[src/hdl/csn_pkg.sv]
package csn_pkg;

    // field widths
    localparam int CNT_W = 16;
    localparam int LVL_W = 8;
    localparam int OFF_W = 8;

    // width of the full-scale clear code
    localparam int SAMPLE_BITS = 16;
    localparam logic [31:0] FULL_SCALE = (32'd1 << SAMPLE_BITS) - 32'd1;

    // quotient bits kept by the divider, larger quotients saturate the level anyway
    localparam int Q_W   = 10;
    localparam int REM_W = CNT_W + 8;
    localparam int DSH_W = CNT_W + Q_W;

    // pipeline stage numbering
    localparam int DIV_STAGES = Q_W;
    localparam int MAP_STG    = DIV_STAGES + 1;
    localparam int OUT_STG    = MAP_STG + 1;
    localparam int NUM_STG    = OUT_STG + 1;

    // level map limits
    localparam logic [LVL_W-1:0] LVL_MAX    = 8'd255;
    localparam logic [11:0]      DARK_SAT   = 12'd383;
    localparam logic [11:0]      BRIGHT_SAT = 12'd170;
    localparam logic [10:0]      PLAIN_SAT  = 11'd255;
    localparam logic [9:0]       RECIP3     = 10'd683;
    localparam int               RECIP3_SH  = 11;

    // configuration port
    localparam int CFG_IDX_W = 3;
    localparam int CFG_W     = 16;

    localparam logic [CFG_IDX_W-1:0] REG_DARK_CLEAR   = 3'd0;
    localparam logic [CFG_IDX_W-1:0] REG_BRIGHT_CLEAR = 3'd1;
    localparam logic [CFG_IDX_W-1:0] REG_CHAN_OFFSET  = 3'd2;
    localparam logic [CFG_IDX_W-1:0] REG_SPREAD       = 3'd3;
    localparam logic [CFG_IDX_W-1:0] REG_WHITE_CLEAR  = 3'd4;
    localparam logic [CFG_IDX_W-1:0] REG_BLACK_LEVEL  = 3'd5;
    localparam logic [CFG_IDX_W-1:0] REG_BLACK_CLEAR  = 3'd6;

    // per-lane stage loads and the map selection of the sample at the map stage
    typedef struct packed {
        logic [MAP_STG:0] load;
        logic             dark;
        logic             bright;
        logic             full;
    } lane_ctrl_t;

    // output stage load and clear-based forcing conditions
    typedef struct packed {
        logic load;
        logic zero;
        logic white;
        logic black_clear;
    } mrg_ctrl_t;

endpackage

[src/hdl/csn_div_step.sv]
module csn_div_step
    import csn_pkg::*;
(
    input  logic [REM_W-1:0] rem_in,
    input  logic [DSH_W-1:0] divisor,
    output logic [REM_W-1:0] rem_out,
    output logic             q_bit
);

    logic [DSH_W-1:0] rem_ext;
    logic [DSH_W-1:0] diff;

    // one restoring step: subtract the shifted divisor when it fits
    always_comb begin
        rem_ext = {{(DSH_W-REM_W){1'b0}}, rem_in};
        diff    = rem_ext - divisor;
        q_bit   = (rem_ext >= divisor);
        rem_out = q_bit ? diff[REM_W-1:0] : rem_in;
    end

endmodule

[src/hdl/csn_lane.sv]
module csn_lane
    import csn_pkg::*;
(
    input  logic                             aclk,
    input  lane_ctrl_t                       ctrl,
    input  logic [OFF_W-1:0]                 channel_offset,
    input  logic [CNT_W-1:0]                 clear_in,
    input  logic [CNT_W-1:0]                 count_in,
    input  logic [DIV_STAGES-1:0][CNT_W-1:0] clear_stg,
    output logic [LVL_W-1:0]                 level
);

    logic [REM_W-1:0] rem_reg [0:DIV_STAGES-1];
    logic [Q_W-1:0]   q_reg   [1:DIV_STAGES];
    logic             sat_reg [0:DIV_STAGES];
    logic [LVL_W-1:0] level_reg;
    logic [LVL_W-1:0] level_next;

    // quotient of 1024 or more: count at least four times clear
    always_ff @(posedge aclk) begin
        if (ctrl.load[0]) begin
            rem_reg[0] <= {count_in, 8'd0};
            sat_reg[0] <= ({2'b00, count_in} >= {clear_in, 2'b00});
        end
    end

    // one quotient bit per stage, msb first
    for (genvar k = 1; k <= DIV_STAGES; k++) begin : g_div
        localparam int BIT = DIV_STAGES - k;
        logic [DSH_W-1:0] divisor;
        logic [REM_W-1:0] rem_out;
        logic             q_bit;
        logic [Q_W-1:0]   q_prev;

        assign divisor = {{Q_W{1'b0}}, clear_stg[k-1]} << BIT;

        csn_div_step u_step (
            .rem_in  (rem_reg[k-1]),
            .divisor (divisor),
            .rem_out (rem_out),
            .q_bit   (q_bit)
        );

        if (k == 1) begin : g_first
            assign q_prev = '0;
        end else begin : g_rest
            assign q_prev = q_reg[k-1];
        end

        always_ff @(posedge aclk) begin
            if (ctrl.load[k]) begin
                q_reg[k]   <= q_prev | (Q_W'(q_bit) << BIT);
                sat_reg[k] <= sat_reg[k-1];
            end
        end

        if (k < DIV_STAGES) begin : g_rem
            always_ff @(posedge aclk) begin
                if (ctrl.load[k]) begin
                    rem_reg[k] <= rem_out;
                end
            end
        end else begin : g_norem
            // the last remainder is not needed
        end
    end

    // dark, bright or plain map, then clamp
    logic [Q_W-1:0] q;
    logic           sat;
    logic [11:0]    diff;
    logic [11:0]    t_dark;
    logic [9:0]     x_dark;
    logic [19:0]    prod_dark;
    logic [11:0]    s_bright;
    logic [9:0]     p_bright;
    logic [10:0]    p_plain;

    always_comb begin
        q         = q_reg[DIV_STAGES];
        sat       = sat_reg[DIV_STAGES];
        diff      = {2'b00, q} - {4'd0, channel_offset};
        t_dark    = ctrl.full ? {diff[10:0], 1'b0} : diff;
        x_dark    = {t_dark[8:0], 1'b0};
        prod_dark = 20'(x_dark) * 20'(RECIP3);
        s_bright  = ({2'b00, q} + {4'd0, channel_offset}) << ctrl.full;
        p_bright  = 10'(s_bright) * 10'd3;
        p_plain   = {1'b0, q} << ctrl.full;

        if (sat) begin
            level_next = LVL_MAX;
        end else if (ctrl.dark) begin
            if (q < {2'b00, channel_offset}) begin
                level_next = '0;
            end else if (t_dark >= DARK_SAT) begin
                level_next = LVL_MAX;
            end else begin
                level_next = prod_dark[RECIP3_SH +: LVL_W];
            end
        end else if (ctrl.bright) begin
            if (s_bright >= BRIGHT_SAT) begin
                level_next = LVL_MAX;
            end else begin
                level_next = p_bright[8:1];
            end
        end else begin
            if (p_plain >= PLAIN_SAT) begin
                level_next = LVL_MAX;
            end else begin
                level_next = p_plain[LVL_W-1:0];
            end
        end
    end

    always_ff @(posedge aclk) begin
        if (ctrl.load[MAP_STG]) begin
            level_reg <= level_next;
        end
    end

    assign level = level_reg;

endmodule

[src/hdl/csn_merge.sv]
module csn_merge
    import csn_pkg::*;
(
    input  logic             aclk,
    input  mrg_ctrl_t        ctrl,
    input  logic [LVL_W-1:0] red_in,
    input  logic [LVL_W-1:0] green_in,
    input  logic [LVL_W-1:0] blue_in,
    input  logic [CNT_W-1:0] clear_in,
    input  logic [LVL_W-1:0] spread_limit,
    input  logic [LVL_W-1:0] black_level_limit,
    output logic [LVL_W-1:0] red_level,
    output logic [LVL_W-1:0] green_level,
    output logic [LVL_W-1:0] blue_level,
    output logic [CNT_W-1:0] clear_passed
);

    logic [LVL_W-1:0] largest;
    logic             close;
    logic [LVL_W-1:0] red_next;
    logic [LVL_W-1:0] green_next;
    logic [LVL_W-1:0] blue_next;
    logic [LVL_W-1:0] red_reg;
    logic [LVL_W-1:0] green_reg;
    logic [LVL_W-1:0] blue_reg;
    logic [CNT_W-1:0] clear_reg;

    always_comb begin
        largest = red_in;
        if (green_in > largest) begin
            largest = green_in;
        end
        if (blue_in > largest) begin
            largest = blue_in;
        end
        close = ((largest - red_in) <= spread_limit) &&
                ((largest - green_in) <= spread_limit) &&
                ((largest - blue_in) <= spread_limit);

        red_next   = red_in;
        green_next = green_in;
        blue_next  = blue_in;
        if (ctrl.zero) begin
            red_next   = '0;
            green_next = '0;
            blue_next  = '0;
        end else if (close && ctrl.white) begin
            red_next   = LVL_MAX;
            green_next = LVL_MAX;
            blue_next  = LVL_MAX;
        end else if (close && ctrl.black_clear && (largest < black_level_limit)) begin
            red_next   = '0;
            green_next = '0;
            blue_next  = '0;
        end
    end

    always_ff @(posedge aclk) begin
        if (ctrl.load) begin
            red_reg   <= red_next;
            green_reg <= green_next;
            blue_reg  <= blue_next;
            clear_reg <= clear_in;
        end
    end

    assign red_level    = red_reg;
    assign green_level  = green_reg;
    assign blue_level   = blue_reg;
    assign clear_passed = clear_reg;

endmodule

[src/hdl/color_sample_normalizer_unit.sv]
// color sample normalizer
// s_ channel: one raw sample per beat (clear, red, green, blue counts, 16 bit each)
// m_ channel: one result beat per sample (8-bit red, green, blue levels and the
//   clear count passed through)
// each color lane divides count*256 by clear in a ten-stage restoring divider,
//   one quotient bit per stage, then maps and clamps the level in one stage
// the merge stage finds the largest level, checks the spread and forces
//   white or black; it holds the output register
// an accepted sample passes the input, divider, map and output stages before m_tvalid shows it
// throughput: one beat per cycle unless m_tready stalls, set by the one-bit-per-stage divider pipeline
// every stage keeps its own valid bit and loads when it is empty or drains, so
//   bubbles close up and s_tready stays high until all 13 stages hold a beat
// a stall on m_tready holds the output beat; stages behind it keep filling
// reset (aresetn low, synchronous) empties the pipeline and loads the register
//   defaults; configuration writes are taken at any edge with cfg_wr_en high and
//   are meant to happen only while no beat is in flight
module color_sample_normalizer_unit
    import csn_pkg::*;
(
    input  logic                 aclk,
    input  logic                 aresetn,

    input  logic                 s_tvalid,
    output logic                 s_tready,
    // clear_count [15:0], red_count [31:16], green_count [47:32], blue_count [63:48]
    input  logic [63:0]          s_tdata,

    output logic                 m_tvalid,
    input  logic                 m_tready,
    // red_level [7:0], green_level [15:8], blue_level [23:16], clear_passed [39:24]
    output logic [39:0]          m_tdata,

    input  logic                 cfg_wr_en,
    input  logic [CFG_IDX_W-1:0] cfg_index,
    input  logic [CFG_W-1:0]     cfg_wr_data
);

    // configuration registers
    logic [CNT_W-1:0] dark_clear_limit_reg;
    logic [CNT_W-1:0] bright_clear_limit_reg;
    logic [OFF_W-1:0] channel_offset_reg;
    logic [LVL_W-1:0] spread_limit_reg;
    logic [CNT_W-1:0] white_clear_limit_reg;
    logic [LVL_W-1:0] black_level_limit_reg;
    logic [CNT_W-1:0] black_clear_limit_reg;

    always_ff @(posedge aclk) begin
        if (!aresetn) begin
            dark_clear_limit_reg   <= 16'd250;
            bright_clear_limit_reg <= 16'd650;
            channel_offset_reg     <= 8'd40;
            spread_limit_reg       <= 8'd40;
            white_clear_limit_reg  <= 16'd800;
            black_level_limit_reg  <= 8'd60;
            black_clear_limit_reg  <= 16'd250;
        end else if (cfg_wr_en) begin
            case (cfg_index)
                REG_DARK_CLEAR:   dark_clear_limit_reg   <= cfg_wr_data;
                REG_BRIGHT_CLEAR: bright_clear_limit_reg <= cfg_wr_data;
                REG_CHAN_OFFSET:  channel_offset_reg     <= cfg_wr_data[OFF_W-1:0];
                REG_SPREAD:       spread_limit_reg       <= cfg_wr_data[LVL_W-1:0];
                REG_WHITE_CLEAR:  white_clear_limit_reg  <= cfg_wr_data;
                REG_BLACK_LEVEL:  black_level_limit_reg  <= cfg_wr_data[LVL_W-1:0];
                REG_BLACK_CLEAR:  black_clear_limit_reg  <= cfg_wr_data;
                default: begin
                    // unused index, write dropped
                end
            endcase
        end
    end

    // input fields
    logic [CNT_W-1:0] s_clear;
    logic [CNT_W-1:0] s_red;
    logic [CNT_W-1:0] s_green;
    logic [CNT_W-1:0] s_blue;

    assign s_clear = s_tdata[15:0];
    assign s_red   = s_tdata[31:16];
    assign s_green = s_tdata[47:32];
    assign s_blue  = s_tdata[63:48];

    // per-stage valid bits and the ready chain from the output back
    logic [NUM_STG-1:0] valid_reg;
    logic [NUM_STG-1:0] valid_next;
    logic [NUM_STG-1:0] stg_ready;

    always_comb begin
        stg_ready[OUT_STG] = !valid_reg[OUT_STG] || m_tready;
        for (int k = OUT_STG - 1; k >= 0; k--) begin
            stg_ready[k] = !valid_reg[k] || stg_ready[k+1];
        end
        for (int k = 0; k < NUM_STG; k++) begin
            if (stg_ready[k]) begin
                valid_next[k] = (k == 0) ? s_tvalid : valid_reg[(k == 0) ? 0 : k - 1];
            end else begin
                valid_next[k] = valid_reg[k];
            end
        end
    end

    always_ff @(posedge aclk) begin
        if (!aresetn) begin
            valid_reg <= '0;
        end else begin
            valid_reg <= valid_next;
        end
    end

    assign s_tready = stg_ready[0];
    assign m_tvalid = valid_reg[OUT_STG];

    // clear count travels alongside the lanes up to the merge stage
    logic [OUT_STG-1:0][CNT_W-1:0] clear_reg;

    always_ff @(posedge aclk) begin
        if (stg_ready[0]) begin
            clear_reg[0] <= s_clear;
        end
        for (int k = 1; k < OUT_STG; k++) begin
            if (stg_ready[k]) begin
                clear_reg[k] <= clear_reg[k-1];
            end
        end
    end

    // map selection for the sample entering the map stage
    lane_ctrl_t lane_ctrl;
    logic [CNT_W-1:0] map_clear;

    always_comb begin
        map_clear        = clear_reg[DIV_STAGES];
        lane_ctrl.load   = stg_ready[MAP_STG:0];
        lane_ctrl.dark   = (map_clear < dark_clear_limit_reg);
        lane_ctrl.bright = (map_clear > bright_clear_limit_reg);
        lane_ctrl.full   = ({{(32-CNT_W){1'b0}}, map_clear} == FULL_SCALE);
    end

    logic [LVL_W-1:0] red_lv;
    logic [LVL_W-1:0] green_lv;
    logic [LVL_W-1:0] blue_lv;

    csn_lane u_lane_red (
        .aclk           (aclk),
        .ctrl           (lane_ctrl),
        .channel_offset (channel_offset_reg),
        .clear_in       (s_clear),
        .count_in       (s_red),
        .clear_stg      (clear_reg[DIV_STAGES-1:0]),
        .level          (red_lv)
    );

    csn_lane u_lane_green (
        .aclk           (aclk),
        .ctrl           (lane_ctrl),
        .channel_offset (channel_offset_reg),
        .clear_in       (s_clear),
        .count_in       (s_green),
        .clear_stg      (clear_reg[DIV_STAGES-1:0]),
        .level          (green_lv)
    );

    csn_lane u_lane_blue (
        .aclk           (aclk),
        .ctrl           (lane_ctrl),
        .channel_offset (channel_offset_reg),
        .clear_in       (s_clear),
        .count_in       (s_blue),
        .clear_stg      (clear_reg[DIV_STAGES-1:0]),
        .level          (blue_lv)
    );

    // forcing conditions for the sample entering the output stage
    mrg_ctrl_t mrg_ctrl;
    logic [CNT_W-1:0] mrg_clear;

    always_comb begin
        mrg_clear            = clear_reg[MAP_STG];
        mrg_ctrl.load        = stg_ready[OUT_STG];
        mrg_ctrl.zero        = (mrg_clear == '0);
        mrg_ctrl.white       = (mrg_clear > white_clear_limit_reg);
        mrg_ctrl.black_clear = (mrg_clear < black_clear_limit_reg);
    end

    logic [LVL_W-1:0] m_red;
    logic [LVL_W-1:0] m_green;
    logic [LVL_W-1:0] m_blue;
    logic [CNT_W-1:0] m_clear;

    csn_merge u_merge (
        .aclk              (aclk),
        .ctrl              (mrg_ctrl),
        .red_in            (red_lv),
        .green_in          (green_lv),
        .blue_in           (blue_lv),
        .clear_in          (mrg_clear),
        .spread_limit      (spread_limit_reg),
        .black_level_limit (black_level_limit_reg),
        .red_level         (m_red),
        .green_level       (m_green),
        .blue_level        (m_blue),
        .clear_passed      (m_clear)
    );

    assign m_tdata = {m_clear, m_blue, m_green, m_red};

    // a zero clear count always yields black
    a_zero_clear_black: assert property (@(posedge aclk) disable iff (!aresetn)
        (m_tvalid && (m_clear == '0)) |-> ((m_red == '0) && (m_green == '0) && (m_blue == '0)))
        else $error("zero clear count gave nonzero levels");

    // input is refused only when the first stage holds a beat
    a_ready_chain: assert property (@(posedge aclk) disable iff (!aresetn)
        !s_tready |-> valid_reg[0])
        else $error("input refused with first stage empty");

    // a mapped beat that cannot move on stays in the map stage
    a_map_hold: assert property (@(posedge aclk) disable iff (!aresetn)
        (valid_reg[MAP_STG] && !stg_ready[OUT_STG]) |=> valid_reg[MAP_STG])
        else $error("beat lost in map stage");

    // nothing comes out right after reset
    a_reset_empty: assert property (@(posedge aclk)
        $past(!aresetn) |-> !m_tvalid)
        else $error("output valid right after reset");

endmodule

[config.mk]
export PLATFORM = sky130hd
export DESIGN_NAME = color_sample_normalizer_unit
export DESIGN_NICKNAME = d
export VERILOG_FILES = /design/src/hdl/csn_pkg.sv /design/src/hdl/csn_div_step.sv /design/src/hdl/csn_lane.sv /design/src/hdl/csn_merge.sv /design/src/hdl/color_sample_normalizer_unit.sv
export SDC_FILE = /design/constraint.sdc
export NUM_CORES = 2
export LEC_CHECK = 0
export BUFFER_PORTS_ARGS = -buffer_cell sky130_fd_sc_hd__buf_2
export CAP_MARGIN = 20
export CORE_ASPECT_RATIO = 1.25
export CORE_MARGIN = 3
export CORE_UTILIZATION = 65
export CTS_CLUSTER_SIZE = 28
export DETAILED_ROUTE_END_ITERATION = 10
export PLACE_DENSITY = 0.86
export SLEW_MARGIN = 20
export SYNTH_ARGS = -nofsm -noshare
export SYNTH_HDL_FRONTEND = slang
export SYNTH_SLANG_ARGS = --single-unit
[constraint.sdc]
create_clock -name aclk -period 8 [get_ports aclk]
set_input_delay 0.8 -clock aclk [delete_from_list [all_inputs] [get_ports aclk]]
set_output_delay 0.8 -clock aclk [all_outputs]
set_load 0.005 [all_outputs]
==> impl_metrics.env <==
export IMPL_synth_common_cells="1018 x edfxtp_1, 850 x ha_1, 711 x nand2_1"
export IMPL_multiInputGateArea_mm2=0.0394
export IMPL_critPathSlowestCell="edfxtp_1"
export IMPL_worstPathRequired_ns=8.46
export IMPL_gr_usage_all_layers_pct=33.3
export IMPL_cts_tree="built"
export IMPL_synthSimpleGateAreaFrac_pct=13.0
export IMPL_num_rows=138
export IMPL_critPathKind="reg -> reg"
export IMPL_hp_class="in -> reg"
export IMPL_synth_edf_count=1018
export IMPL_synth_largest_area_cell="edfxtp_1"
export IMPL_fin_crit_sh_pct=90.7
export IMPL_final_antenna_net_count=0
export IMPL_vias=57000
export IMPL_yosysWarnings=0
export IMPL_path_max_fanout=24
export IMPL_endpoint_kind="register"
export IMPL_max_slew_worst_pin_slew_ns=1.10
export IMPL_grt_max_degree=102
export IMPL_synthFlopType="edfxtp_1"
export IMPL_p_leak_nw=34.5
export IMPL_design_core_area_mm2=0.114
export IMPL_rsz0062_at_grt="no"
export IMPL_gp_congestion=0.998
export IMPL_nets=8406
export IMPL_vdd_ir_drop_max_v=0.000719
export IMPL_stdcell_count=8928
export IMPL_muxShareOfSynthArea_pct=2.20
export IMPL_postLayoutCellArea_mm2=0.0810
export IMPL_place_ws_ns=0.480
export IMPL_syn_nets=8264
export IMPL_synthDistinctLibCells=105
export IMPL_netlist_instances=7227
export IMPL_max_freq_ghz=0.138
export IMPL_register_area_mm2=0.0326
export IMPL_slew_headroom_pct=26.7
export IMPL_cts_root_buf="clkbuf_16"
export IMPL_fin_setup_tns_ns=0
export IMPL_outcome="complete, no violations"
export IMPL_cp_start_kind="register"
export IMPL_clkTransAtPathRegs_ns=0.07
export IMPL_seq_area_frac_synth_pct=43.5
export IMPL_synth_compound_area_share_pct=15.0
export IMPL_placed_area_mm2=0.0772
export IMPL_synthXorXnorAreaFrac_pct=5.45
export IMPL_die_w_um=310
export IMPL_crit_path_max_incr_delay_ns=0.49
export IMPL_dp_hpwl_mm=156
export IMPL_post_drt_wl_per_cell_um=22.5
export IMPL_synth_top_family_by_area="adder cells"
export IMPL_fillers=7972
export IMPL_synth_avg_cell_area_um2=10.4
export IMPL_cts_htree_levels=3
export IMPL_io_buffers=129
export IMPL_power_mw=40.8
export IMPL_arrival_ns=7.72
export IMPL_grt_pass1_vias=55800
export IMPL_clockBufferDepth=3
export IMPL_syn_to_final_growth_pct=8.15
export IMPL_setup_viol=0
export IMPL_netlist_area_leader_share_pct=40.8
export IMPL_cts_buffers=106
export IMPL_worst_slack_ns=0.744
export IMPL_drc=0
export IMPL_synthMostInstantiatedCell="edfxtp_1"
export IMPL_start_util_pct=65.8
export IMPL_antenna_found_initial=5
export IMPL_cts_sinks=1119
export IMPL_synth_area_leaders="edfxtp_1 41%, ha_1 14%, nand2_1 3.6%"
export IMPL_drt_wl_total_mm=201
export IMPL_ys_ff_latch=1119
export IMPL_grt_remaining_overflow=0
export IMPL_post_cts_buffers=0
export IMPL_drt_iter0_drc=4904
export IMPL_cpMostUsedCell="ha_1"
export IMPL_io_pin_count=130
export IMPL_fin_worst_skew_ns=0.0298
export IMPL_detail_route_vias_per_cell=6.39
export IMPL_power_density_mw_per_mm2=503
export IMPL_hold_viol_final=0
export IMPL_synthAdderAreaFrac_pct=16.9
export IMPL_synthesis_area_mm2=0.0749
export IMPL_die_area_mm2=0.119
export IMPL_drive_gt1_share_pct=7.78
export IMPL_maxCapViolations=0
export IMPL_die_height_um=385
export IMPL_min_period_ns=7.26
export IMPL_drt_pass1_iter_count=6
export IMPL_maxSlewViolCount=0
export IMPL_post_place_cells=8729
export IMPL_grt_pass1_wl_mm=307
export IMPL_synth_async_reset_ratio_pct=0
export IMPL_insertion_delay_ns=0.74
report_power, final:
part	leakage [nW]	internal, mW	total [mW]	switching [mW]
Clock	1.77	3.02	5.34	2.32
Sequential	11.5	8.90	10.3	1.37
Combinational	21.2	11.1	25.1	14.1
Total	34.5	23.0	40.8	17.8
per-stage QoR:
| step | hold slack [ns] | util, % |
|---|---|---|
| final | 0.247 | 71.1 |
| after global routing | 0.232 | 71.1 |
| after CTS | 0.203 | 71.1 |
| after detailed placement | 0.405 | 67.8 |
| after global placement | 0.401 | 67.8 |
| after floorplan | 0.400 | - |
routing by layer:
metal	vias up	share of wire [%]	track usage [%]
li1	26600	-	-
met1	27400	38	39.6
met2	2344	49	58.0
met3	635	6.4	4.23
met4	10	6.8	19.5
met5	-	0.038	0
kinds of logic after synthesis:
kind of cell / Yosys count
muxes: 151
buffers and inverters: 778
and+or+nand+nor: 2047
adders and majority gates: 949
DFF: 1119
xor gates and xnor gates: 463
AOI/OAI and AO/OA: 1720
path summary, 6_finish.rpt:
path                             startpoint                        end  slack, ns  cells past startpoint
setup / recovery      u_lane_green.level[7]     u_merge.green_level[6]       0.74                     32
hold / removal                  s_tdata[13]              clear_reg[13]       0.25                      1
setup reg to reg      u_lane_green.level[7]     u_merge.green_level[6]       0.74                     32
hold reg to reg   u_lane_green.q_reg[0][56]  u_lane_green.q_reg[0][66]       0.41                      0
worst max-delay path, delay by kind of cell (launching register included):
| family | cells | cell delay (ns) |
|---|---|---|
| xor+xnor | 2 | 0.33 |
| mux | 2 | 0.70 |
| buf+inv | 2 | 0.43 |
| flops | 1 | 0.49 |
| simple gates | 6 | 0.93 |
| compound gates | 16 | 3.06 |
| fa+ha+maj | 4 | 1.01 |
what timing repair did:
action,CTS,global route
hold buffers,0,0
resized for setup,0,2
endpoints found under the hold margin,0,0
endpoints found under the setup margin,0,24
layout make-up:
class | count | area share [%]
antenna | 2 | 0.00618
clock buffer | 126 | 3.46
clock inverter | 69 | 1.07
inverter | 635 | 2.95
multi-input combinational | 5330 | 48.7
sequential | 1119 | 40.3
tap | 1470 | 2.27
timing repair buffer | 177 | 1.29
cells in the final DEF (no fill, tap or decap), drive strengths merged, types with 56 or more instances in the layout:
| cell | count |
|---|---|
| a21boi | 131 |
| a21o | 158 |
| a21oi | 406 |
| a31oi | 61 |
| buf | 177 |
| clkbuf | 126 |
| dfxtp | 101 |
| edfxtp | 1018 |
| fa | 99 |
| ha | 850 |
| inv | 644 |
| mux2 | 109 |
| nand2 | 711 |
| nand2b | 77 |
| nand3 | 137 |
| nand4 | 97 |
| nor2 | 443 |
| nor2b | 115 |
| nor3 | 177 |
| o21a | 125 |
| o21ai | 433 |
| o31ai | 56 |
| or3 | 56 |
| xnor2 | 242 |
| xor2 | 219 |
Power figures use the tool's default switching activity.
